==> src/pfdc_pkg.sv <==
// ============================================================================
// pfdc_pkg: shared types and constants for the Playfair digraph cipher
// Operation and status codes, beat structs and square geometry.
// ============================================================================
package pfdc_pkg;

  localparam int GRID_SIDE = 5;
  localparam int CELLS     = GRID_SIDE * GRID_SIDE;
  localparam int LETTERS   = 26;

  localparam int LETTER_W = 5;
  localparam int POS_W    = $clog2(CELLS + 1);
  localparam int COORD_W  = 3;

  localparam logic [2:0] OP_KEY     = 3'd0;
  localparam logic [2:0] OP_FINISH  = 3'd1;
  localparam logic [2:0] OP_ENCRYPT = 3'd2;
  localparam logic [2:0] OP_DECRYPT = 3'd3;
  localparam logic [2:0] OP_CLEAR   = 3'd4;

  localparam logic [1:0] ST_DONE    = 2'd0;
  localparam logic [1:0] ST_IGNORED = 2'd1;
  localparam logic [1:0] ST_PHASE   = 2'd2;
  localparam logic [1:0] ST_OMITTED = 2'd3;

  localparam logic [LETTER_W-1:0] OMIT_RESET = 5'd16;

  localparam logic [7:0] ASCII_UPPER_A = 8'h41;
  localparam logic [7:0] ASCII_UPPER_Z = 8'h5A;
  localparam logic [7:0] ASCII_LOWER_A = 8'h61;
  localparam logic [7:0] ASCII_LOWER_Z = 8'h7A;

  typedef struct packed {
    logic [2:0]          operation;
    logic [7:0]          key_byte;
    logic [LETTER_W-1:0] first_letter;
    logic [LETTER_W-1:0] second_letter;
  } item_t;

  typedef struct packed {
    logic [LETTER_W-1:0] first_out;
    logic [LETTER_W-1:0] second_out;
    logic [1:0]          status;
  } result_t;

endpackage

==> src/playfair_digraph_cipher.sv <==
// ============================================================================
// playfair_digraph_cipher: Playfair square builder and digraph cipher
// Builds the 5x5 square from key bytes and ciphers letter pairs.
// ============================================================================
// Path from accept to result valid: key byte, clear and flagged items go through
// the done state to the result register; cipher pairs read row/column, then the square,
// before the done state; finish walks 26 letters, one per cycle through the fill sequencer.
// One item at a time: the next beat is taken the cycle after the result loads.
// A stalled result holds the next one.
// Synchronous reset empties the square and sets the omitted letter to Q.
module playfair_digraph_cipher (
  input  logic                   clk,
  input  logic                   rst,
  input  logic                   cfg_we,
  input  logic [4:0]             cfg_data,
  input  logic                   item_valid,
  output logic                   item_stall,
  input  pfdc_pkg::item_t        item,
  output logic                   result_valid,
  input  logic                   result_stall,
  output pfdc_pkg::result_t      result
);
  import pfdc_pkg::*;

  typedef enum logic [3:0] {
    S_IDLE = 4'b0001,
    S_FILL = 4'b0010,
    S_LOOK = 4'b0100,
    S_DONE = 4'b1000
  } state_t;

  state_t                state;
  logic [LETTER_W-1:0]   omitted;
  logic [LETTERS-1:0]    placed;
  logic [POS_W-1:0]      fill_pos;
  logic [COORD_W-1:0]    fill_row;
  logic [COORD_W-1:0]    fill_col;
  logic                  square_ready;
  logic [LETTER_W-1:0]   fill_letter;
  logic                  op_dec;
  logic                  res_pair;
  logic [1:0]            res_status;

  logic [LETTER_W-1:0]   square_mem [CELLS];
  logic [2*COORD_W-1:0]  coord_mem [LETTERS];
  logic [2*COORD_W-1:0]  coord_a;
  logic [2*COORD_W-1:0]  coord_b;
  logic [LETTER_W-1:0]   sq_rd1;
  logic [LETTER_W-1:0]   sq_rd2;

  logic                  accept;
  logic                  key_upper;
  logic                  key_lower;
  logic                  key_is_letter;
  logic [LETTER_W-1:0]   key_letter;
  logic                  key_ok;
  logic                  a_ok;
  logic                  b_ok;
  logic                  fill_room;
  logic                  place_en;
  logic [LETTER_W-1:0]   place_letter;
  logic [POS_W-1:0]      idx1;
  logic [POS_W-1:0]      idx2;

  function automatic logic [COORD_W-1:0] wrap_step(input logic [COORD_W-1:0] v,
                                                   input logic dec);
    logic [COORD_W-1:0] r;
    if (dec) begin
      r = (v == '0) ? COORD_W'(GRID_SIDE - 1) : v - 1'b1;
    end else begin
      r = (v == COORD_W'(GRID_SIDE - 1)) ? '0 : v + 1'b1;
    end
    return r;
  endfunction

  function automatic logic [POS_W-1:0] cell_index(input logic [COORD_W-1:0] row,
                                                  input logic [COORD_W-1:0] col);
    logic [POS_W-1:0] r5;
    r5 = POS_W'({row, 2'b00}) + POS_W'(row);
    return r5 + POS_W'(col);
  endfunction

  assign item_stall = (state != S_IDLE);
  assign accept     = item_valid && !item_stall;
  assign fill_room  = (fill_pos < POS_W'(CELLS));

  always_comb begin
    key_upper     = (item.key_byte >= ASCII_UPPER_A) && (item.key_byte <= ASCII_UPPER_Z);
    key_lower     = (item.key_byte >= ASCII_LOWER_A) && (item.key_byte <= ASCII_LOWER_Z);
    key_is_letter = key_upper || key_lower;
    key_letter    = key_upper ? LETTER_W'(item.key_byte - ASCII_UPPER_A)
                              : LETTER_W'(item.key_byte - ASCII_LOWER_A);
    key_ok        = key_is_letter && (key_letter != omitted) && !placed[key_letter] &&
                    fill_room;
    a_ok = (item.first_letter < LETTER_W'(LETTERS)) && (item.first_letter != omitted) &&
           placed[item.first_letter];
    b_ok = (item.second_letter < LETTER_W'(LETTERS)) && (item.second_letter != omitted) &&
           placed[item.second_letter];
  end

  always_comb begin
    place_en     = 1'b0;
    place_letter = fill_letter;
    if (state == S_IDLE) begin
      place_en     = accept && (item.operation == OP_KEY) && !square_ready && key_ok;
      place_letter = key_letter;
    end else if (state == S_FILL) begin
      place_en = (fill_letter != omitted) && !placed[fill_letter] && fill_room;
    end
  end

  always_comb begin
    logic [COORD_W-1:0] r1, c1, r2, c2;
    {r1, c1} = coord_a;
    {r2, c2} = coord_b;
    if (r1 == r2) begin
      idx1 = cell_index(r1, wrap_step(c1, op_dec));
      idx2 = cell_index(r2, wrap_step(c2, op_dec));
    end else if (c1 == c2) begin
      idx1 = cell_index(wrap_step(r1, op_dec), c1);
      idx2 = cell_index(wrap_step(r2, op_dec), c2);
    end else begin
      idx1 = cell_index(r1, c2);
      idx2 = cell_index(r2, c1);
    end
  end

  always_ff @(posedge clk) begin
    if (place_en) begin
      square_mem[fill_pos[POS_W-1:0]] <= place_letter;
      coord_mem[place_letter]         <= {fill_row, fill_col};
    end
    if (state == S_IDLE && accept && (item.operation == OP_ENCRYPT ||
        item.operation == OP_DECRYPT) && square_ready && a_ok && b_ok) begin
      coord_a <= coord_mem[item.first_letter];
      coord_b <= coord_mem[item.second_letter];
    end
    if (state == S_LOOK) begin
      sq_rd1 <= square_mem[idx1];
      sq_rd2 <= square_mem[idx2];
    end
  end

  always_ff @(posedge clk) begin
    if (rst) begin
      state        <= S_IDLE;
      omitted      <= OMIT_RESET;
      placed       <= '0;
      fill_pos     <= '0;
      fill_row     <= '0;
      fill_col     <= '0;
      square_ready <= 1'b0;
      result_valid <= 1'b0;
    end else begin
      if (cfg_we) begin
        omitted <= cfg_data;
      end
      if (state == S_DONE && (!result_valid || !result_stall)) begin
        result_valid <= 1'b1;
      end else if (result_valid && !result_stall) begin
        result_valid <= 1'b0;
      end
      if (place_en) begin
        placed[place_letter] <= 1'b1;
        fill_pos             <= fill_pos + 1'b1;
        if (fill_col == COORD_W'(GRID_SIDE - 1)) begin
          fill_col <= '0;
          fill_row <= fill_row + 1'b1;
        end else begin
          fill_col <= fill_col + 1'b1;
        end
      end
      unique case (state)
        S_IDLE: begin
          if (accept) begin
            unique case (item.operation)
              OP_KEY: begin
                state <= S_DONE;
              end
              OP_FINISH: begin
                state <= square_ready ? S_DONE : S_FILL;
              end
              OP_ENCRYPT, OP_DECRYPT: begin
                state <= (square_ready && a_ok && b_ok) ? S_LOOK : S_DONE;
              end
              OP_CLEAR: begin
                placed       <= '0;
                fill_pos     <= '0;
                fill_row     <= '0;
                fill_col     <= '0;
                square_ready <= 1'b0;
                state        <= S_DONE;
              end
              default: begin
                state <= S_DONE;
              end
            endcase
          end
        end
        S_FILL: begin
          if (fill_letter == LETTER_W'(LETTERS - 1)) begin
            square_ready <= 1'b1;
            state        <= S_DONE;
          end
        end
        S_LOOK: begin
          state <= S_DONE;
        end
        S_DONE: begin
          if (!result_valid || !result_stall) begin
            state <= S_IDLE;
          end
        end
        default: begin
          state <= S_IDLE;
        end
      endcase
    end
  end

  always_ff @(posedge clk) begin
    if (state == S_IDLE && accept) begin
      op_dec      <= (item.operation == OP_DECRYPT);
      res_pair    <= (item.operation == OP_ENCRYPT || item.operation == OP_DECRYPT) &&
                     square_ready && a_ok && b_ok;
      fill_letter <= '0;
      unique case (item.operation)
        OP_KEY: begin
          if (square_ready) begin
            res_status <= ST_PHASE;
          end else if (!key_ok) begin
            res_status <= ST_IGNORED;
          end else begin
            res_status <= ST_DONE;
          end
        end
        OP_FINISH: begin
          res_status <= square_ready ? ST_PHASE : ST_DONE;
        end
        OP_ENCRYPT, OP_DECRYPT: begin
          if (!square_ready) begin
            res_status <= ST_PHASE;
          end else if (!(a_ok && b_ok)) begin
            res_status <= ST_OMITTED;
          end else begin
            res_status <= ST_DONE;
          end
        end
        OP_CLEAR: begin
          res_status <= ST_DONE;
        end
        default: begin
          res_status <= ST_PHASE;
        end
      endcase
    end else if (state == S_FILL) begin
      fill_letter <= fill_letter + 1'b1;
    end
    if (state == S_DONE && (!result_valid || !result_stall)) begin
      result.first_out  <= res_pair ? sq_rd1 : '0;
      result.second_out <= res_pair ? sq_rd2 : '0;
      result.status     <= res_status;
    end
  end

  a_fill_bound: assert property (@(posedge clk) disable iff (rst)
    fill_pos <= POS_W'(CELLS))
    else $error("fill position past end of square");

  a_placed_count: assert property (@(posedge clk) disable iff (rst)
    $countones(placed) == int'(fill_pos))
    else $error("placed flags disagree with fill position");

  a_ready_full: assert property (@(posedge clk) disable iff (rst)
    square_ready |-> fill_pos == POS_W'(CELLS))
    else $error("square marked ready while not full");

  a_fill_coord: assert property (@(posedge clk) disable iff (rst)
    fill_pos == POS_W'(int'(fill_row) * GRID_SIDE + int'(fill_col)))
    else $error("fill row and column disagree with fill position");

endmodule
==> config.mk <==
export PLATFORM = sky130hd
export DESIGN_NAME = playfair_digraph_cipher
export DESIGN_NICKNAME = d
export VERILOG_FILES = /design/src/pfdc_pkg.sv /design/src/playfair_digraph_cipher.sv
export SDC_FILE = /design/constraint.sdc
export NUM_CORES = 1
export LEC_CHECK = 0
export ABC_AREA = 0
export BUFFER_PORTS_ARGS = -buffer_cell sky130_fd_sc_hd__buf_2
export CORE_MARGIN = 4
export CORE_UTILIZATION = 62
export CTS_BUF_LIST = sky130_fd_sc_hd__clkbuf_4 sky130_fd_sc_hd__clkbuf_8
export CTS_CLUSTER_DIAMETER = 150
export DETAILED_ROUTE_END_ITERATION = 10
export PLACE_DENSITY_LB_ADDON = 0.3
export SLEW_MARGIN = 20
export SYNTH_ARGS = -nofsm -noshare
export SYNTH_HDL_FRONTEND = slang
export SYNTH_SLANG_ARGS = --single-unit
==> constraint.sdc <==
create_clock -name clk -period 6.6 [get_ports clk]
set_input_delay 0.33 -clock clk [delete_from_list [all_inputs] [get_ports clk]]
set_output_delay 0.33 -clock clk [all_outputs]
set_load 0.01 [all_outputs]
; Word level (Yosys, flattened, before mapping)
; Memory sizes are Yosys's and may differ from the RTL's. A register that Yosys moved wholly into a read port is not among the register bits.
; Cells that the tools add are included.
[op_classes]
n_addsub = 24
order_cmp = 13
eq_ne = 25
n_mux = 75
bitwise_logic = 1
reduce_logical = 48
[ops]
columns = cell, count
row1 = $mux 26, 4
row2 = $mux 3, 28
row3 = $add 5x3->5, 10
row4 = $mux 5, 10
row5 = $lt 5x6->1 const B, 5
row6 = $logic_and 1x1->1, 29
row7 = $or 26x26->26, 1
row8 = $bmux 1 s5, 4
row9 = $mux 4, 5
row10 = $ne 5x5->1, 4
row11 = $add 3x1->3 const B, 6
row12 = $eq 3x3->1 const B, 6
row13 = $ge 8x7->1 const B, 2
row14 = $le 8x7->1 const B, 2
row15 = $pmux 4 s4, 1
row16 = $logic_not 3->1, 5
row17 = $lt 5x5->1 const B, 3
row18 = $mux 1, 15
row19 = $sub 3x1->3 const B, 4
row20 = $add 5x1->5 const B, 2
row21 = $sub 5x1->5 const B, 2
row22 = $mux 2, 4
row23 = $pmux 2 s4, 1
row24 = $pmux 4 s2, 1
row25 = 20 further kinds, 32
[totals]
register_bits = 69
ram_bits = 281
inputBits = 31
output_inout_bits = 14
wordCells = 203
n_memories = 2
[memory_table]
columns = memory, depth, width, rd, rd_ports_with_merged_regs, wr, line
row1 = coord_mem, 26, 6, 2, 2, 1, playfair_digraph_cipher.sv:45  ; logic [2*COORD_W-1:0] coord_mem [LETTERS];
row2 = square_mem, 25, 5, 2, 2, 1, playfair_digraph_cipher.sv:44  ; logic [LETTER_W-1:0] square_mem [CELLS];

; Longest topological paths before layout
[logic_depth]
depth_word = 14
ltp_mapped = 18

; Worst setup path before layout
; Ideal clock, no wire load.
[synth_path]
path_kind = reg2reg
start = register coord_b[4], read port of coord_mem
end = register sq_rd2[1], read port of square_mem (data pin)
setup_time_ns = 0.158
t_arrival_ns = 4.276
required_time_ns = 6.442
setup_slack_ns = 2.166
stages_incl_launch_ff = 14
period_less_slack_ns = 4.434
path_cell_list = edfxtp_1 -> inv_1 -> ha_1 -> or2_2 -> mux4_2 -> fa_1 -> fa_1 -> nor4_1 -> o31ai_2 -> buf_2 -> nand2_1 -> a32o_1 -> a2111o_1 -> o211ai_1
[synth_between]
elab_chain_cells = 9
elab_cells_between_ends = 17
[synth_rtl]
columns = element, line
row1 = from (decl), playfair_digraph_cipher.sv:47  ; logic [2*COORD_W-1:0] coord_b;
row2 = $add 3x1->3 (tied with other cells), playfair_digraph_cipher.sv:71  ; r = (v == COORD_W'(GRID_SIDE - 1)) ? '0 : v + 1'b1;
row3 = $mux 3 (on tied branches), "playfair_digraph_cipher.sv:71, playfair_digraph_cipher.sv:69"
row4 = $mux 3, playfair_digraph_cipher.sv:68  ; if (dec) begin
row5 = $mux 3, playfair_digraph_cipher.sv:119  ; end else if (c1 == c2) begin
row6 = $mux 3, playfair_digraph_cipher.sv:116  ; if (r1 == r2) begin
row7 = $add 5x3->5, playfair_digraph_cipher.sv:79  ; r5 = POS_W'({row, 2'b00}) + POS_W'(row);
row8 = $add 5x3->5, playfair_digraph_cipher.sv:80  ; return r5 + POS_W'(col);
row9 = $mux 5, playfair_digraph_cipher.sv:119
row10 = $mux 5 (*), playfair_digraph_cipher.sv:116
row11 = to (decl), playfair_digraph_cipher.sv:49  ; logic [LETTER_W-1:0] sq_rd2;
; Mark *: on every way between the ends. The rest lies on a longest branch, timed or not. The select of a mux whose other input is x is not followed.
; A chain may end at the register's enable or synchronous reset.

; Worst setup path after layout
[layout_path]
start = register coord_b[4], read port of coord_mem
end = register sq_rd2[3], read port of square_mem (data pin)
; Same word-level chain as after synthesis.

==> impl_metrics.tcl <==
set metrics [dict create \
    path_class "flop to flop" \
    critical_path_arrival_ps 5380 \
    ir_drop_mv 0.214 \
    fp.dieH_um 187 \
    drc 0 \
    rsz0062_at_grt "no" \
    critPathMaxStageDelay_ps 820 \
    clockBufferDepth 3 \
    cts_htree_levels 2 \
    ys_seq_area_share_pct 53.3 \
    crit_path_end_kind "flop" \
    cts_tree "yes" \
    post_drt_wl_per_cell_um 25.9 \
    hold_path_class "input port to flop" \
    slew_headroom_pct 24.6 \
    diodes 0 \
    layout-drive-gt1-share_pct 18.7 \
    fin_worst_skew_ps 58.2 \
    power_leakage_nw 7.86 \
    ant_nets 0 \
    grtUsageTotal_pct 29.8 \
    crit_path_start_kind "flop" \
    required_ps 6980 \
    drt_pass1_iterations 8 \
    finalSetupViolCount 0 \
    core_area_um2 31600 \
    ys_ff_latch 372 \
    overflow 0 \
    syn-num-nets 1660 \
    maxCapViolCount 0 \
    post_cts_resized 0 \
    path_delay_family "adder cells" \
    clk_latency_ps 650 \
    crit_path_start "coord_b[4]$_DFFE_PP_" \
    dieArea_um2 35200 \
    ys_async_sr_fraction_pct 0 \
    period_minus_slack_ps 5000 \
    status "complete, no violations" \
    synth_cells 1569 \
    syn_to_final_growth_pct 9.36 \
    r2r_start "coord_b[4]$_DFFE_PP_" \
    final_hold_viol_count 0 \
    viasPerCell 6.81 \
    num_vias 14000 \
    synth_ff_type "edfxtp_1" \
    synth_edf_count 319 \
    placed_area_um2 20600 \
    grt_max_degree 53 \
    postSynthAreaPerCell_um2 12.7 \
    timing.hold.ws_ps 54.5 \
    gp_congestion 0.948 \
    post-route-period-util_pct 75.7 \
    min_from "cfg_we" \
    fp.dieW_um 187 \
    p_per_area_nw_per_um2 226 \
    synth_area_um2 20000 \
    dp_hpwl_mm 36.4 \
    rows 65 \
    final_cell_area_um2 21800 \
    antenna_found_initial 1 \
    fillers 2191 \
    nets 1694 \
    io_pins 45 \
    crit_top_cell "fa_1" \
    cp_max_fo 11 \
    initialDrtViolationCount 1915 \
    synth_cell_types 81 \
    tns_ps 0 \
    slew_violations 0 \
    synth_warnings 0 \
    wirelength_mm 53.1 \
    cts_num_sinks 372 \
    cts_buffers 57 \
    tightest_slew_ps 1130 \
    cts_setup_buffers 0 \
    io_buffers 44 \
    clkTransAtPathRegs_ps 70 \
    critical_path_buf_inv_count 2 \
    cts-root-buf "clkbuf_8" \
    fmax_ghz 0.200 \
    cp_slowest_cell "o31ai_2" \
    grt_pass1_vias 13700 \
    initial_utilization_pct 63.1 \
    grt_pass1_wl_mm 81.4 \
    crit_chain "inv_1 > ha_1 > or2_2 > mux4_2 > fa_1 > fa_1 > nor4_1 > o31ai_2 > buf_4 > mux2_2 > o2bb2ai_1 > a221o_1 > o211ai_1" \
]
kinds of logic (layout without fill, tap and decap cells):
| kind of cell | count (synthesis) | in the layout | share of synthesized area (%) |
|---|---|---|---|
| compound gates | 306 | 306 | 10.6 |
| xor+xnor | 63 | 63 | 2.91 |
| fa+ha+maj | 60 | 60 | 4.06 |
| buf+inv | 137 | 218 | 2.73 |
| flops | 372 | 372 | 53.3 |
| mux | 246 | 246 | 17.3 |
| simple gates | 385 | 385 | 9.17 |
worst paths after layout:
path / to / slack, ps / cells after the start
min: omitted[4]$_SDFFE_PP1P_ / 50 / 2
min reg2reg: result[1]$_DFFE_PP_ / 420 / 0
max: sq_rd2[3]$_DFFE_PP_ / 1600 / 13
max reg2reg: sq_rd2[3]$_DFFE_PP_ / 1600 / 13
cell usage after synthesis, drive strengths merged (3+ instances only):
master   instances  area share, %
nor4b            3           0.13
o21ai           38           0.95
mux2i          140            7.0
a311oi           3           0.13
clkbuf          64            1.2
o21a            29            1.1
xor2            28            1.2
o211ai          21           0.79
nor2b            7           0.22
o311ai           4           0.18
o22ai           18           0.56
nand4           15           0.47
a21oi           56            1.4
a21o             7           0.26
nand2          113            2.2
nand3           31           0.84
edfxtp         319             48
fa               8           0.80
inv             44           0.83
or3              6           0.19
or2              4           0.13
ha              52            3.3
and3             3          0.094
xnor2           33            1.4
nand3b           6           0.29
and2            24           0.75
o2bb2ai          3           0.13
o221ai          16           0.70
a22oi           22           0.83
dfxtp           53            5.3
nor3            12           0.33
nor2           140            2.8
mux2            30            1.7
a22o             4           0.18
a31oi           22           0.72
mux4            76            8.6
a221oi           3           0.13
nor4             6           0.19
o31ai           23           0.89
buf             28           0.68
a211oi          15           0.56
per-layer routing:
layer	GRT usage (%)	part of all wire, %	routed length (um)
met2	46.6	46	24300
met4	8.89	3.2	1710
met5	0	0.013	7
met3	6.92	12	6190
met1	42.2	39	20900
layout make-up:
cell class                 instances  area, um2  share of cell area (%)
timing repair buffer              67        413                    1.89
tap                              402        503                    2.30
clock buffer                      78        992                    4.54
multi-input combinational       1060       8910                    40.8
clock inverter                    28        216                   0.991
inverter                          45        169                   0.773
sequential                       372      10600                    48.7
state kept, by name (all words and copies together) (netlist names):
register      count
coord_mem       156
square_mem      125
placed           26
result           12
coord_a           6
coord_b           6
fill_letter       5
fill_pos          5
omitted           5
sq_rd1            5
sq_rd2            5
state             4
fill_col          3
fill_row          3
res_status        2
op_dec            1
res_pair          1
result_valid      1
square_ready      1
stage by stage:
step / cells / power, W / utilization, % / setup slack, ps
3_5_place_dp: 1940 / 0.00296 / 65.0 / 1640
2_1_floorplan: 1569 / 0.00284 / - / 2170
5_1_grt: 2052 / 0.00509 / 69.0 / 1330
6_report: 2052 / 0.00494 / 69.0 / 1600
3_3_place_gp: 1940 / 0.00296 / 65.0 / 1710
4_1_cts: 2052 / 0.00494 / 69.0 / 1650
power by group:
part           internal [W]  leakage, nW  switching (W)
sequential          0.00257         3.36      0.0000120
clock               0.00107        0.639       0.000947
combinational      0.000113         3.85       0.000226
total               0.00375         7.86        0.00119
cell usage in the layout, fill, tap and decap left out, types with 19 or more instances in the layout:
| master | synthesis | layout |
|---|---|---|
| o211ai_1 | 21 | 21 |
| dfxtp_1 | 53 | 53 |
| a21oi_1 | 56 | 53 |
| and2_1 | 23 | 23 |
| mux4_2 | 76 | 76 |
| o21ai_0 | 37 | 36 |
| nor2_1 | 129 | 129 |
| o21a_1 | 29 | 29 |
| nand2_1 | 110 | 110 |
| xor2_1 | 28 | 28 |
| mux2i_1 | 140 | 140 |
| o31ai_1 | 22 | 21 |
| nand3_1 | 30 | 30 |
| a22oi_1 | 22 | 22 |
| ha_1 | 52 | 52 |
| buf_2 | 15 | 42 |
| xnor2_1 | 33 | 33 |
| clkbuf_8 | 0 | 65 |
| buf_4 | 3 | 19 |
| edfxtp_1 | 319 | 319 |
| inv_1 | 44 | 44 |
| mux2_2 | 30 | 30 |
what timing repair did:
action | in CTS | in global routing
endpoints found under the setup margin | 0 | 0
hold buffers | 6 | 0
endpoints found under the hold margin | 6 | 0
Power figures use the tool's default switching activity.
